==> src/rtl/core/dvi_pkg.sv <==
package dvi_pkg;

  localparam int DVI_ID_CHANNELS = 3;
  localparam int DVI_VALUE_W = 64;
  localparam int DVI_BYTE_W = 8;

  localparam logic [1:0] MODE_UNSIGNED = 2'd0;
  localparam logic [1:0] MODE_SIGNED = 2'd1;
  localparam logic [1:0] MODE_DELTA = 2'd2;
  localparam logic [1:0] MODE_RESET = 2'd3;

  localparam logic [1:0] KIND_UNS = 2'd0;
  localparam logic [1:0] KIND_SGN = 2'd1;
  localparam logic [1:0] KIND_RST = 2'd2;

  localparam logic [DVI_BYTE_W-1:0] RESET_MARK = 8'hff;

  typedef struct packed {
    logic valid;
    logic [1:0] kind;
    logic [DVI_VALUE_W-1:0] bits;
  } dvi_load_t;

endpackage

==> src/rtl/core/dvi_emit.sv <==
module dvi_emit
  import dvi_pkg::*;
(
  input  logic clk,
  input  logic rst,
  input  dvi_load_t load,
  output logic busy,
  output logic out_valid,
  input  logic out_ready,
  output logic [DVI_BYTE_W-1:0] out_byte,
  output logic out_last
);

  localparam logic ST_IDLE = 1'b0;
  localparam logic ST_EMIT = 1'b1;

  logic state;
  logic [1:0] kind;
  logic first;
  logic [DVI_VALUE_W-1:0] sh;
  logic [DVI_VALUE_W-1:0] sh_next;
  logic [DVI_VALUE_W-1:0] mag;
  logic [DVI_BYTE_W-1:0] byte_next;
  logic more;
  logic advance;

  assign busy = (state == ST_EMIT);
  assign advance = busy && (!out_valid || out_ready);

  always_comb begin
    mag = (first && kind == KIND_SGN && sh[DVI_VALUE_W-1]) ? ~sh : sh;
    if (kind == KIND_RST) begin
      more = 1'b0;
      byte_next = RESET_MARK;
      sh_next = sh;
    end else if (first && kind == KIND_SGN) begin
      more = (mag[DVI_VALUE_W-1:6] != '0);
      byte_next = {more, mag[5:0], sh[DVI_VALUE_W-1]};
      sh_next = mag >> 6;
    end else begin
      more = (sh[DVI_VALUE_W-1:7] != '0);
      byte_next = {more, sh[6:0]};
      sh_next = sh >> 7;
    end
  end

  always_ff @(posedge clk) begin
    if (rst) begin
      state <= ST_IDLE;
      out_valid <= 1'b0;
      first <= 1'b0;
    end else begin
      unique case (state)
        ST_IDLE: begin
          if (load.valid) begin
            state <= ST_EMIT;
            first <= 1'b1;
          end
        end
        ST_EMIT: begin
          if (advance) begin
            first <= 1'b0;
            if (!more) begin
              state <= ST_IDLE;
            end
          end
        end
        default: state <= ST_IDLE;
      endcase
      if (advance) begin
        out_valid <= 1'b1;
      end else if (out_ready) begin
        out_valid <= 1'b0;
      end
    end
  end

  always_ff @(posedge clk) begin
    if (state == ST_IDLE && load.valid) begin
      kind <= load.kind;
      sh <= load.bits;
    end else if (advance) begin
      sh <= sh_next;
    end
    if (advance) begin
      out_byte <= byte_next;
      out_last <= !more;
    end
  end

endmodule

==> src/rtl/core/delta_varint_id_encoder_top.sv <==
// channel  dir  tdata               tuser                   tlast
// s_axis   in   value[63:0]         mode[1:0] channel[3:2]  -
// m_axis   out  out_byte[7:0]       -                       last_byte
//
// an item is loaded, then emitted as output bytes:
// 1 byte for reset, up to 5 unsigned, up to 10 signed or delta
// the emitter shifts out one 7-bit digit (first signed: 6) per unstalled cycle
// s_axis_tready rises once the final byte of an item sits in the output register
// a stalled m_axis holds the emitter; rst clears all channel ids
module delta_varint_id_encoder_top
  import dvi_pkg::*;
#(
  parameter int ID_CHANNELS = DVI_ID_CHANNELS
) (
  input  logic clk,
  input  logic rst,
  input  logic s_axis_tvalid,
  output logic s_axis_tready,
  input  logic [63:0] s_axis_tdata,  // value[63:0]
  input  logic [3:0] s_axis_tuser,   // mode[1:0], channel[3:2]
  output logic m_axis_tvalid,
  input  logic m_axis_tready,
  output logic [7:0] m_axis_tdata,   // out_byte[7:0]
  output logic m_axis_tlast
);

  localparam int CH_W = (ID_CHANNELS > 1) ? $clog2(ID_CHANNELS) : 1;

  logic [DVI_VALUE_W-1:0] previous_id [ID_CHANNELS];
  logic [1:0] mode;
  logic [1:0] channel;
  logic [7:0] channel_ext;
  logic [CH_W-1:0] ch_idx;
  logic ch_ok;
  logic accept;
  logic busy;
  dvi_load_t load;

  assign mode = s_axis_tuser[1:0];
  assign channel = s_axis_tuser[3:2];
  assign channel_ext = {6'd0, channel};
  assign ch_idx = channel_ext[CH_W-1:0];
  assign ch_ok = (32'(channel) < 32'(ID_CHANNELS));
  assign s_axis_tready = !busy;
  assign accept = s_axis_tvalid && s_axis_tready;

  always_comb begin
    load.valid = accept;
    load.kind = KIND_SGN;
    load.bits = s_axis_tdata;
    unique case (mode)
      MODE_UNSIGNED: begin
        load.kind = KIND_UNS;
        load.bits = {32'd0, s_axis_tdata[31:0]};
      end
      MODE_SIGNED: begin
        load.kind = KIND_SGN;
      end
      MODE_DELTA: begin
        load.kind = KIND_SGN;
        if (ch_ok) begin
          load.bits = s_axis_tdata - previous_id[ch_idx];
        end
      end
      MODE_RESET: begin
        load.kind = KIND_RST;
      end
      default: load.kind = KIND_SGN;
    endcase
  end

  always_ff @(posedge clk) begin
    if (rst) begin
      for (int i = 0; i < ID_CHANNELS; i++) begin
        previous_id[i] <= '0;
      end
    end else if (accept) begin
      if (mode == MODE_RESET) begin
        for (int i = 0; i < ID_CHANNELS; i++) begin
          previous_id[i] <= '0;
        end
      end else if (mode == MODE_DELTA && ch_ok) begin
        previous_id[ch_idx] <= s_axis_tdata;
      end
    end
  end

  dvi_emit u_emit (
    .clk(clk),
    .rst(rst),
    .load(load),
    .busy(busy),
    .out_valid(m_axis_tvalid),
    .out_ready(m_axis_tready),
    .out_byte(m_axis_tdata),
    .out_last(m_axis_tlast)
  );

endmodule

==> config.mk <==
export PLATFORM = sky130hd
export DESIGN_NAME = delta_varint_id_encoder_top
export DESIGN_NICKNAME = d
export VERILOG_FILES = /design/src/rtl/core/dvi_pkg.sv /design/src/rtl/core/dvi_emit.sv /design/src/rtl/core/delta_varint_id_encoder_top.sv
export SDC_FILE = /design/constraint.sdc
export NUM_CORES = 1
export LEC_CHECK = 0
export BUFFER_PORTS_ARGS = -buffer_cell sky130_fd_sc_hd__buf_4
export CORE_UTILIZATION = 60
export CTS_CLUSTER_SIZE = 40
export DETAILED_ROUTE_END_ITERATION = 6
export GPL_ROUTABILITY_DRIVEN = 0
export GPL_TIMING_DRIVEN = 1
export PLACE_DENSITY = 0.78
export SLEW_MARGIN = 20
export SYNTH_ARGS = -nofsm -noshare
export SYNTH_HDL_FRONTEND = slang
export SYNTH_SLANG_ARGS = --single-unit
export TNS_END_PERCENT = 5
==> constraint.sdc <==
create_clock -name clk -period 6.52 [get_ports clk]
set_input_delay 0.652 -clock clk [delete_from_list [all_inputs] [get_ports clk]]
set_output_delay 0.652 -clock clk [all_outputs]
set_load 0.05 [all_outputs]
# --- Word-level counts from Yosys, hierarchy flattened ---
# Memory sizes are Yosys's and may differ from the RTL's.
# Cells that the tools add are included.
op_classes:
  addsub: 1
  magnitude_cmp: 1
  n_eq_ne: 8
  mux: 37
  n_bitwise: 5
  n_reduce_logical: 19
ops:
  columns: ["cell", "count"]
  rows:
  - ["$mux W64", 9]
  - ["$pmux W64 S2", 1]
  - ["$not A64 Y64", 1]
  - ["$reduce_or A64 Y1", 1]
  - ["$sub A64 B64 Y64", 1]
  - ["$mux W58", 1]
  - ["$reduce_bool A58 Y1", 1]
  - ["$reduce_bool A57 Y1", 1]
  - ["$mux W1", 21]
  - ["$mux W8", 1]
  - ["$eq A2 B2 Y1 const B", 3]
  - ["$logic_and A1 B1 Y1", 6]
  - ["$ne A2 B2 Y1 const B", 3]
  - ["$pmux W2 S3", 1]
  - ["$eq A2 B1 Y1 const B", 2]
  - ["$pmux W1 S2", 2]
  - ["$reduce_and A2 Y1", 2]
  - ["$reduce_bool A2 Y1", 2]
  - ["$logic_not A1 Y1", 3]
  - ["$or A1 B1 Y1", 3]
  - ["$logic_not A2 Y1", 1]
  - ["$lt A2 B2 Y1 const B", 1]
  - ["$mux W2", 1]
  - ["$reduce_or A2 Y1", 1]
  - ["2 further kinds", 2]
word_totals:
  register_bits: 78
  ramBits: 192
  input_bits: 72
  out_inout_bits: 11
  word_cells: 79
  mem_count: 1
mem_list:
  columns: ["name", "depth", "word_bits", "rd", "rd_ports_with_merged_regs", "wr", "line", "rtl"]
  rows:
  - ["previous_id", 3, 64, 1, 0, 3, "delta_varint_id_encoder_top.sv:29", "logic [DVI_VALUE_W-1:0] previous_id [ID_CHANNELS];"]

# --- Depth between registers and ports, before layout ---
# Gate-level depths: netlist of run 1.
logic_depth:
  depth_word: 10
  ltp_mapped: 18

# --- Cells and area by module ---
# A second synthesis of run 1 with hierarchy kept.
hier_totals:
  cells_unflattened: 1812
  area_unflattened_um2: 19829.0
by_module_without_submodules:
  columns: ["mod", "n_inst", "cells_each", "area_each_um2", "seq_area_each_um2"]
  rows:
  - ["delta_varint_id_encoder_top", 1, 1316, 15244.6, 7657.3]
  - ["dvi_emit", 1, 496, 4584.4, 2312.2]

# --- Worst setup path before layout of run 1 ---
# Ideal clock, no wire load.
synth_timing:
  kind: "input to register"
  startpoint: "input port m_axis_tready"
  endpoint: "register u_emit.sh[0] (enable)"
  setup_time_ps: 574
  t_arrival_ps: 5362
  required_ps: 5946
  path_slack_ps: 584
  path_stages: 3
  path_buffers: 0
  path_cell_list: "nand2b_1 -> nand2_1 -> o21ai_0"
synth_via:
  elab_chain_cells: 4
synth_rtl:
  columns: ["item", "line", "rtl"]
  rows:
  - ["from (decl)", "delta_varint_id_encoder_top.sv:22", "input logic m_axis_tready,"]
  - ["$logic_or A1 B1 Y1", "dvi_emit.sv:28", "assign advance = busy && (!out_valid || out_ready);"]
  - ["$logic_and A1 B1 Y1", "dvi_emit.sv:28", null]
  - ["$reduce_bool A2 Y1 (no source line)", null, null]
  - ["$reduce_and A2 Y1 (no source line)", null, null]
  - ["to (signal assigned)", "dvi_emit.sv:81", "sh <= load.bits;"]
  - ["to (signal assigned)", "dvi_emit.sv:83", "sh <= sh_next;"]
  - ["to (decl)", "dvi_emit.sv:20", "logic [DVI_VALUE_W-1:0] sh;"]
# No other way between the ends.
# A chain may end at the register's enable or synchronous reset.

# --- Worst setup path after layout of run 1 ---
layout_timing:
  startpoint: "input port s_axis_tuser[2]"
  endpoint: "register u_emit.sh[54] (data pin)"
layout_via:
  elab_chain_cells: 5
  elab_cells_between_ends: 6
  classes_between: "add/sub (1); order compare (1); mux (3); memory (1)"
layout_rtl:
  columns: ["item", "line", "rtl"]
  rows:
  - ["from (decl)", "delta_varint_id_encoder_top.sv:20", "input logic [3:0] s_axis_tuser,"]
  - ["$mem_v2 Z3 W64", null, null]
  - ["$sub A64 B64 Y64", "delta_varint_id_encoder_top.sv:62", "load.bits = s_axis_tdata - previous_id[ch_idx];"]
  - ["$mux W64 *", "delta_varint_id_encoder_top.sv:61", "if (ch_ok) begin"]
  - ["$pmux W64 S2 *", "delta_varint_id_encoder_top.sv:51", "unique case (mode)"]
  - ["$mux W64 *", "dvi_emit.sv:79", "if (state == ST_IDLE && load.valid) begin"]
# Every way passes the cells marked *; elsewhere a longest branch is shown, timed or not.

==> impl_metrics.csv, run 1 <==
group,metric,value,unit
run_status,status,"finished, final reports clean",
power,power.density,268,nW/um^2
cells_and_area,fill_cells,2393,
power,p_leak,0.00833,uW
setup_path,critPathMaxStageDelay,580,ps
power,ir_drop,0.208,mV
setup_path,worst-setup-path-type,"in -> reg",
timing,fin_worst_skew,17.4,ps
global_routing,grt_pass1_wl,73300,um
place,portBuffers,82,
clock_network,root_buffer,"clkbuf_16",
setup_path,timing.rr.start,"previous_id[1][0]",
drt,viasPerCell,6.22,
global_routing,overflow,0,
drt,post_drt_wl_per_cell,20.5,um
setup_path,cp_data_required_time,6860,ps
logic_synthesis,synth_edf_count,331,
floorplan,initial_core_util,60.9,%
place,dp.cells,2209,
timing,fin_crit_sh,70.9,%
worst_hold_path,hold_class,"in -> reg",
setup_path,r2r_cells,14,
setup_path,path_cells,"buf_4 > mux4_2 > ha_1 > fa_1 > nor2b_1 > o21a_1 > o21a_1 > o21ai_1 > a21oi_2 > o2111ai_1 > o211ai_2 > a31oi_2 > o41ai_4 > xnor2_1 > a221oi_1",
timing,rsz0062_at_grt,"no",
drt,finalWirelength,46700,um
logic_synthesis,ys_dominant_reg_cell,"edfxtp_1",
logic_synthesis,syn_inst,1714,
setup_path,crit_start,"s_axis_tuser[2]",
global_routing,antenna_found_initial,0,
timing,layout_min_cycle_time,4630,ps
setup_path,start_kind,"input pin",
global_routing,grt_pass1_vias,13700,
floorplan,core_area,32500,um^2
clock_network,ctsResizeCount,0,
clock_network,cts.sinks,334,
cells_and_area,fin_util,68.1,%
cells_and_area,num_antenna_cells,0,
setup_path,crit_path_end,"u_emit.sh[54]",
cells_and_area,syn2layout_area_growth,11.7,%
floorplan,num_rows,66,
setup_path,cpMostUsedCell,"o21a_1",
logic_synthesis,synth.cell_area,19800,um^2
clock_network,cts_tree,"built",
place,hpwl,31100,um
logic_synthesis,synthDistinctLibCells,73,
timing,fmax,0.216,GHz
drt,drc,0,
clock_network,postCtsHoldBufs,0,
logic_synthesis,synth_warnings,0,
logic_synthesis,async_reset_ff_share,0,%
drt,drtPass1Iterations,7,
global_routing,grt_max_degree,85,
floorplan,die-area,33700,um^2
timing,tightestPinTransition,1100,ps
logic_synthesis,avgSynthCellArea,11.5,um^2
drt,vias,14100,
timing,drv_slew,0,
clock_network,clk_pin_slew,60,ps
timing,finalSetupViolations,0,
logic_synthesis,synth-seq-area-share,50.6,%
logic_synthesis,synth-seq-cells,334,
global_routing,grt.total_usage,28.0,%
drt,drtIter0Drc,1407,
setup_path,r2r_end,"u_emit.sh[54]",
cells_and_area,final_layout_size_suffix_gt1_share,13.2,%
timing,max_slew_margin,27.0,%
clock_network,clk_path_buf_depth,3,
floorplan,die_x,184,um
clock_network,ctsHtreeMaxLevel,2,
job,cap_violations,0,
timing,hold_violations,0,
drt,final_antenna_net_count,0,
setup_path,end_kind,"flip-flop",
floorplan,die_h,184,um
setup_path,cp_slowest_cell,"mux4_2",
cells_and_area,fin_nets,1956,
cells_and_area,final_cell_count_no_fill,2274,
floorplan,ioPinCount,83,
setup_path,rrSetupSlack,2230,ps
setup_path,crit_fanout,28,
clock_network,clk_latency,520,ps
clock_network,postCtsSetupRepairBufs,0,
timing,tns,0,ps
clock_network,cts_buffers,37,
setup_path,crit_arrival,4960,ps
-- power breakdown --
group	total, uW	switching, uW	internal [uW]
combinational	1270	748	521
clock	1970	823	1150
sequential	2670	109	2560
total	5910	1680	4230
-- state kept, by name, summed over array words and instances, names as in the netlist --
name	count
u_emit.kind	2
u_emit.out_last	1
u_emit.sh	64
u_emit.busy	1
u_emit.first	1
previous_id	256
u_emit.out_valid	1
u_emit.out_byte	8
-- per-layer routing --
| metal | part of all wire (%) | up-vias | wire length (um) | GRT usage, % |
|---|---|---|---|---|
| li1 | - | 6551 | - | - |
| met3 | 7.3 | 92 | 3420 | 4.24 |
| met1 | 42 | 6908 | 19500 | 37.6 |
| met4 | 2.4 | 0 | 1140 | 8.17 |
| met5 | 0 | - | 0 | 0 |
| met2 | 48 | 584 | 22600 | 47.0 |
-- critical path: cells and delay by family --
family	cells	cell delay, ps
AO/OA/AOI/OAI	9	2390
XOR/XNOR	1	120
adder cells (fa/ha/maj)	2	620
buffers and inverters	1	450
multiplexers	1	580
AND/OR/NAND/NOR	1	120
-- layout make-up --
type / count / area, um^2 / share of cell area, %
Sequential cell: 334 / 10000 / 45.3
Multi-Input combinational cell: 1253 / 9350 / 42.3
Clock buffer: 48 / 1030 / 4.66
Timing Repair Buffer: 97 / 741 / 3.35
Tap cell: 442 / 553 / 2.50
Inverter: 83 / 312 / 1.41
Clock inverter: 17 / 111 / 0.504
-- cells in the final DEF (no fill, tap or decap), drive strengths merged, types with 11 or more instances in the layout --
cell and count:
edfxtp 331, and2 197, a21oi 111, nand2 101, xnor2 97, buf 97, inv 84, o21ai 79
ha 77, nor2 70, mux4 64, conb 64, clkbuf 48, a21o 47, o211ai 44, nand4 39
a22oi 24, a211oi 23, nor4 20, xor2 19, nand3 17, a221oi 17, nor3 16, a31oi 16
clkinv 13, nor2b 12, o21a 12, nand2b 12, o21bai 11
-- cells in the mapped netlist, types with 10 or more instances --
cell type / count / area (um^2)
nand3_1: 17 / 85.1
o21a_1: 12 / 90.1
inv_1: 83 / 312
a221oi_1: 17 / 149
nand2_1: 100 / 375
nor3_1: 16 / 80.1
ha_1: 77 / 963
mux4_2: 64 / 1440
and3_1: 10 / 62.6
xor2_1: 19 / 166
o211ai_1: 43 / 323
nand4_1: 39 / 244
a21o_1: 47 / 353
a22oi_1: 23 / 173
a211oi_1: 23 / 173
o21ai_0: 61 / 305
nor2b_1: 12 / 75.1
o21ai_1: 18 / 90.1
buf_1: 14 / 52.6
and2_1: 197 / 1230
nor2_1: 70 / 263
nor4_1: 20 / 125
nand2b_1: 12 / 75.1
a21oi_1: 109 / 546
clkbuf_1: 93 / 349
a31oi_1: 14 / 87.6
xnor2_1: 97 / 850
o21bai_1: 10 / 75.1
edfxtp_1: 331 / 9940
-- worst min path at each step --
stage	from	end	slack, ps	depth (start not counted)
floorplan	u_emit.busy	u_emit.busy	470	2
detailed placement	u_emit.busy	u_emit.busy	520	2
finish	rst	u_emit.first	350	2
CTS	rst	u_emit.first	340	2
global placement	u_emit.first	u_emit.first	490	2
global route	rst	u_emit.out_valid	340	2
-- cells by family after synthesis --
kind of cell | count (synthesis) | share of synthesized area (%)
simple gates | 512 | 14.0
buf+inv | 190 | 3.61
xor+xnor | 116 | 5.14
fa+ha+maj | 78 | 4.97
other cells | 1 | 0.0190
flops | 334 | 50.6
compound gates | 416 | 14.2
mux | 67 | 7.45
-- through the flow --
stage          hold WS, ps  cell area [um^2]  power, uW  setup WS [ps]
6_report               350             22100       5910           1890
5_1_grt                345             22100       6140           1540
4_1_cts                339             22100       5910           1870
3_5_place_dp           518             21000       3950           1330
3_3_place_gp           493             21000       3920           1470
2_1_floorplan          470             20000       3610            584
Power figures use the tool's default switching activity.
==> run 2: changes to the inputs <==
- clock period: 6.52 -> 4.62 ns (I/O delays scaled with it)
==> run 2 against run 1 <==
Effect of this change: global-route usage is 0.96 points higher; sequential power is 41% higher; clock power is 44% higher; flip-flop and latch count stayed put; via count is 1.2% higher; critical path type is now reg -> reg; largest power group unchanged.
==> impl_metrics.csv, run 2 (same netlist as run 1, synthesis figures left out) <==
group,metric,value,unit
run_status,status,"finished, final reports clean",
drt,final_antenna_net_count,0,
setup_path,timing.rr.start,"previous_id[3][0]",
drt,drc,0,
global_routing,overflow,0,
clock_network,root_buffer,"clkbuf_16",
timing,hold_violations,0,
worst_hold_path,hold_class,"in -> reg",
cells_and_area,syn2layout_area_growth,12.6,%
setup_path,cp_data_required_time,4960,ps
power,p_total,8440,uW
drt,drtIter0Drc,1469,
power,p_leak,0.00843,uW
clock_network,postCtsHoldBufs,0,
global_routing,grt_pass1_vias,13800,
clock_network,ctsResizeCount,0,
drt,topRoutingLayerUsed,"met4",
power,ir_drop,0.324,mV
cells_and_area,largest_reg_flops,256,
cells_and_area,num_antenna_cells,0,
drt,wl_met3,3440,um
timing,layout_min_cycle_time,4290,ps
drt,viasPerCell,6.25,
global_routing,grt_max_degree,82,
place,hpwl,32000,um
floorplan,num_rows,66,
floorplan,ioPinCount,83,
drt,post_drt_wl_per_cell,20.8,um
clock_network,postCtsSetupRepairBufs,0,
global_routing,grt.total_usage,28.9,%
timing,fin_hold_ws,149,ps
power,power.density,379,nW/um^2
drt,wl_met1,19700,um
global_routing,antenna_found_initial,0,
place,placed_cell_area,21100,um^2
timing,rsz0062_at_grt,"no",
clock_network,cts_tree,"built",
cells_and_area,final_layout_size_suffix_gt1_share,13.8,%
floorplan,die_h,184,um
clock_network,cts_buffers,36,
drt,finalWirelength,47700,um
setup_path,worst-setup-path-type,"reg -> reg",
floorplan,die-area,33700,um^2
setup_path,crit_start,"previous_id[3][0]",
drt,vias,14300,
timing,tightestPinTransition,1050,ps
timing,fmax,0.233,GHz
cells_and_area,largest-register,"previous_id",
timing,tns,0,ps
setup_path,start_kind,"flip-flop",
clock_network,clk_latency,530,ps
worst_hold_path,min_from,"rst",
place,portBuffers,82,
timing,finalSetupViolations,0,
floorplan,initial_core_util,60.9,%
setup_path,crit_fanout,4,
cells_and_area,layout_commonest_cell,"edfxtp_1",
timing,fin_worst_skew,15.9,ps
timing,max_slew_margin,30.0,%
cells_and_area,fin_nets,1971,
timing,fin_crit_sh,92.8,%
cells_and_area,final_cell_mix,"edfxtp_1, and2_1, a21oi_1, buf_4, nand2_1",
clock_network,clk_path_buf_depth,3,
place,dp.cells,2225,
clock_network,cts.sinks,334,
clock_network,clk_pin_slew,60,ps
global_routing,grt_pass1_wl,75800,um
job,cap_violations,0,
cells_and_area,final_cell_count_no_fill,2288,
cells_and_area,largest_registers,"previous_id: 256 flops, u_emit.sh: 64 flops, u_emit.out_byte: 8 flops",
timing,drv_slew,0,
cells_and_area,fin_area,22300,um^2
drt,drtPass1Iterations,6,
setup_path,crit_arrival,4630,ps
setup_path,end_kind,"flip-flop",
drt,wl_met2,23300,um
floorplan,core_area,32500,um^2
floorplan,die_x,184,um
cells_and_area,fill_cells,2370,
clock_network,ctsHtreeMaxLevel,2,
[run 2: layout make-up]
| type | instances | area [um^2] | area share (%) |
|---|---|---|---|
| timing repair buffer | 113 | 911 | 4.09 |
| clock inverter | 17 | 156 | 0.703 |
| clock buffer | 46 | 980 | 4.40 |
| inverter | 83 | 312 | 1.40 |
| sequential | 334 | 10000 | 44.9 |
| multi-input combinational | 1253 | 9350 | 42.0 |
| tap | 442 | 553 | 2.48 |
[run 2: routing by layer]
metal | vias up | track usage [%]
met2 | 633 | 48.0
met4 | 0 | 9.20
li1 | 6576 | -
met5 | - | 0
met1 | 6986 | 39.7
met3 | 105 | 3.68
[run 2: worst paths after layout]
check                   to  slack [ps]  cells past startpoint
max          u_emit.sh[54]         330                     14
min            u_emit.busy         150                      2
max reg2reg  u_emit.sh[54]         330                     14
min reg2reg   u_emit.first         530                      2
[run 2: metrics by stage]
stage	setup WS (ps)	utilization [%]
after floorplan	-484	-
after global placement	137	65.1
after detailed placement	72.1	65.1
after CTS	425	68.6
after global routing	268	68.6
final	333	68.6
[run 2: power breakdown]
part           leakage (uW)  switching [uW]  total (uW)  internal, uW
clock              0.000562            1170        2840          1660
combinational       0.00451            1070        1830           759
sequential          0.00336             154        3770          3610
total               0.00843            2400        8440          6040
[run 2: worst max-delay path: stages (launching register included)]
cell and delay [ps]:
edfxtp_1 360, mux4_2 470, ha_1 220, fa_1 410, nor2b_1 130, o21a_1 140, o21a_1 210, o21ai_1 120
a21oi_2 250, o2111ai_1 250, o211ai_2 450, a31oi_2 280, o41ai_4 430, xnor2_1 120, a221oi_1 280
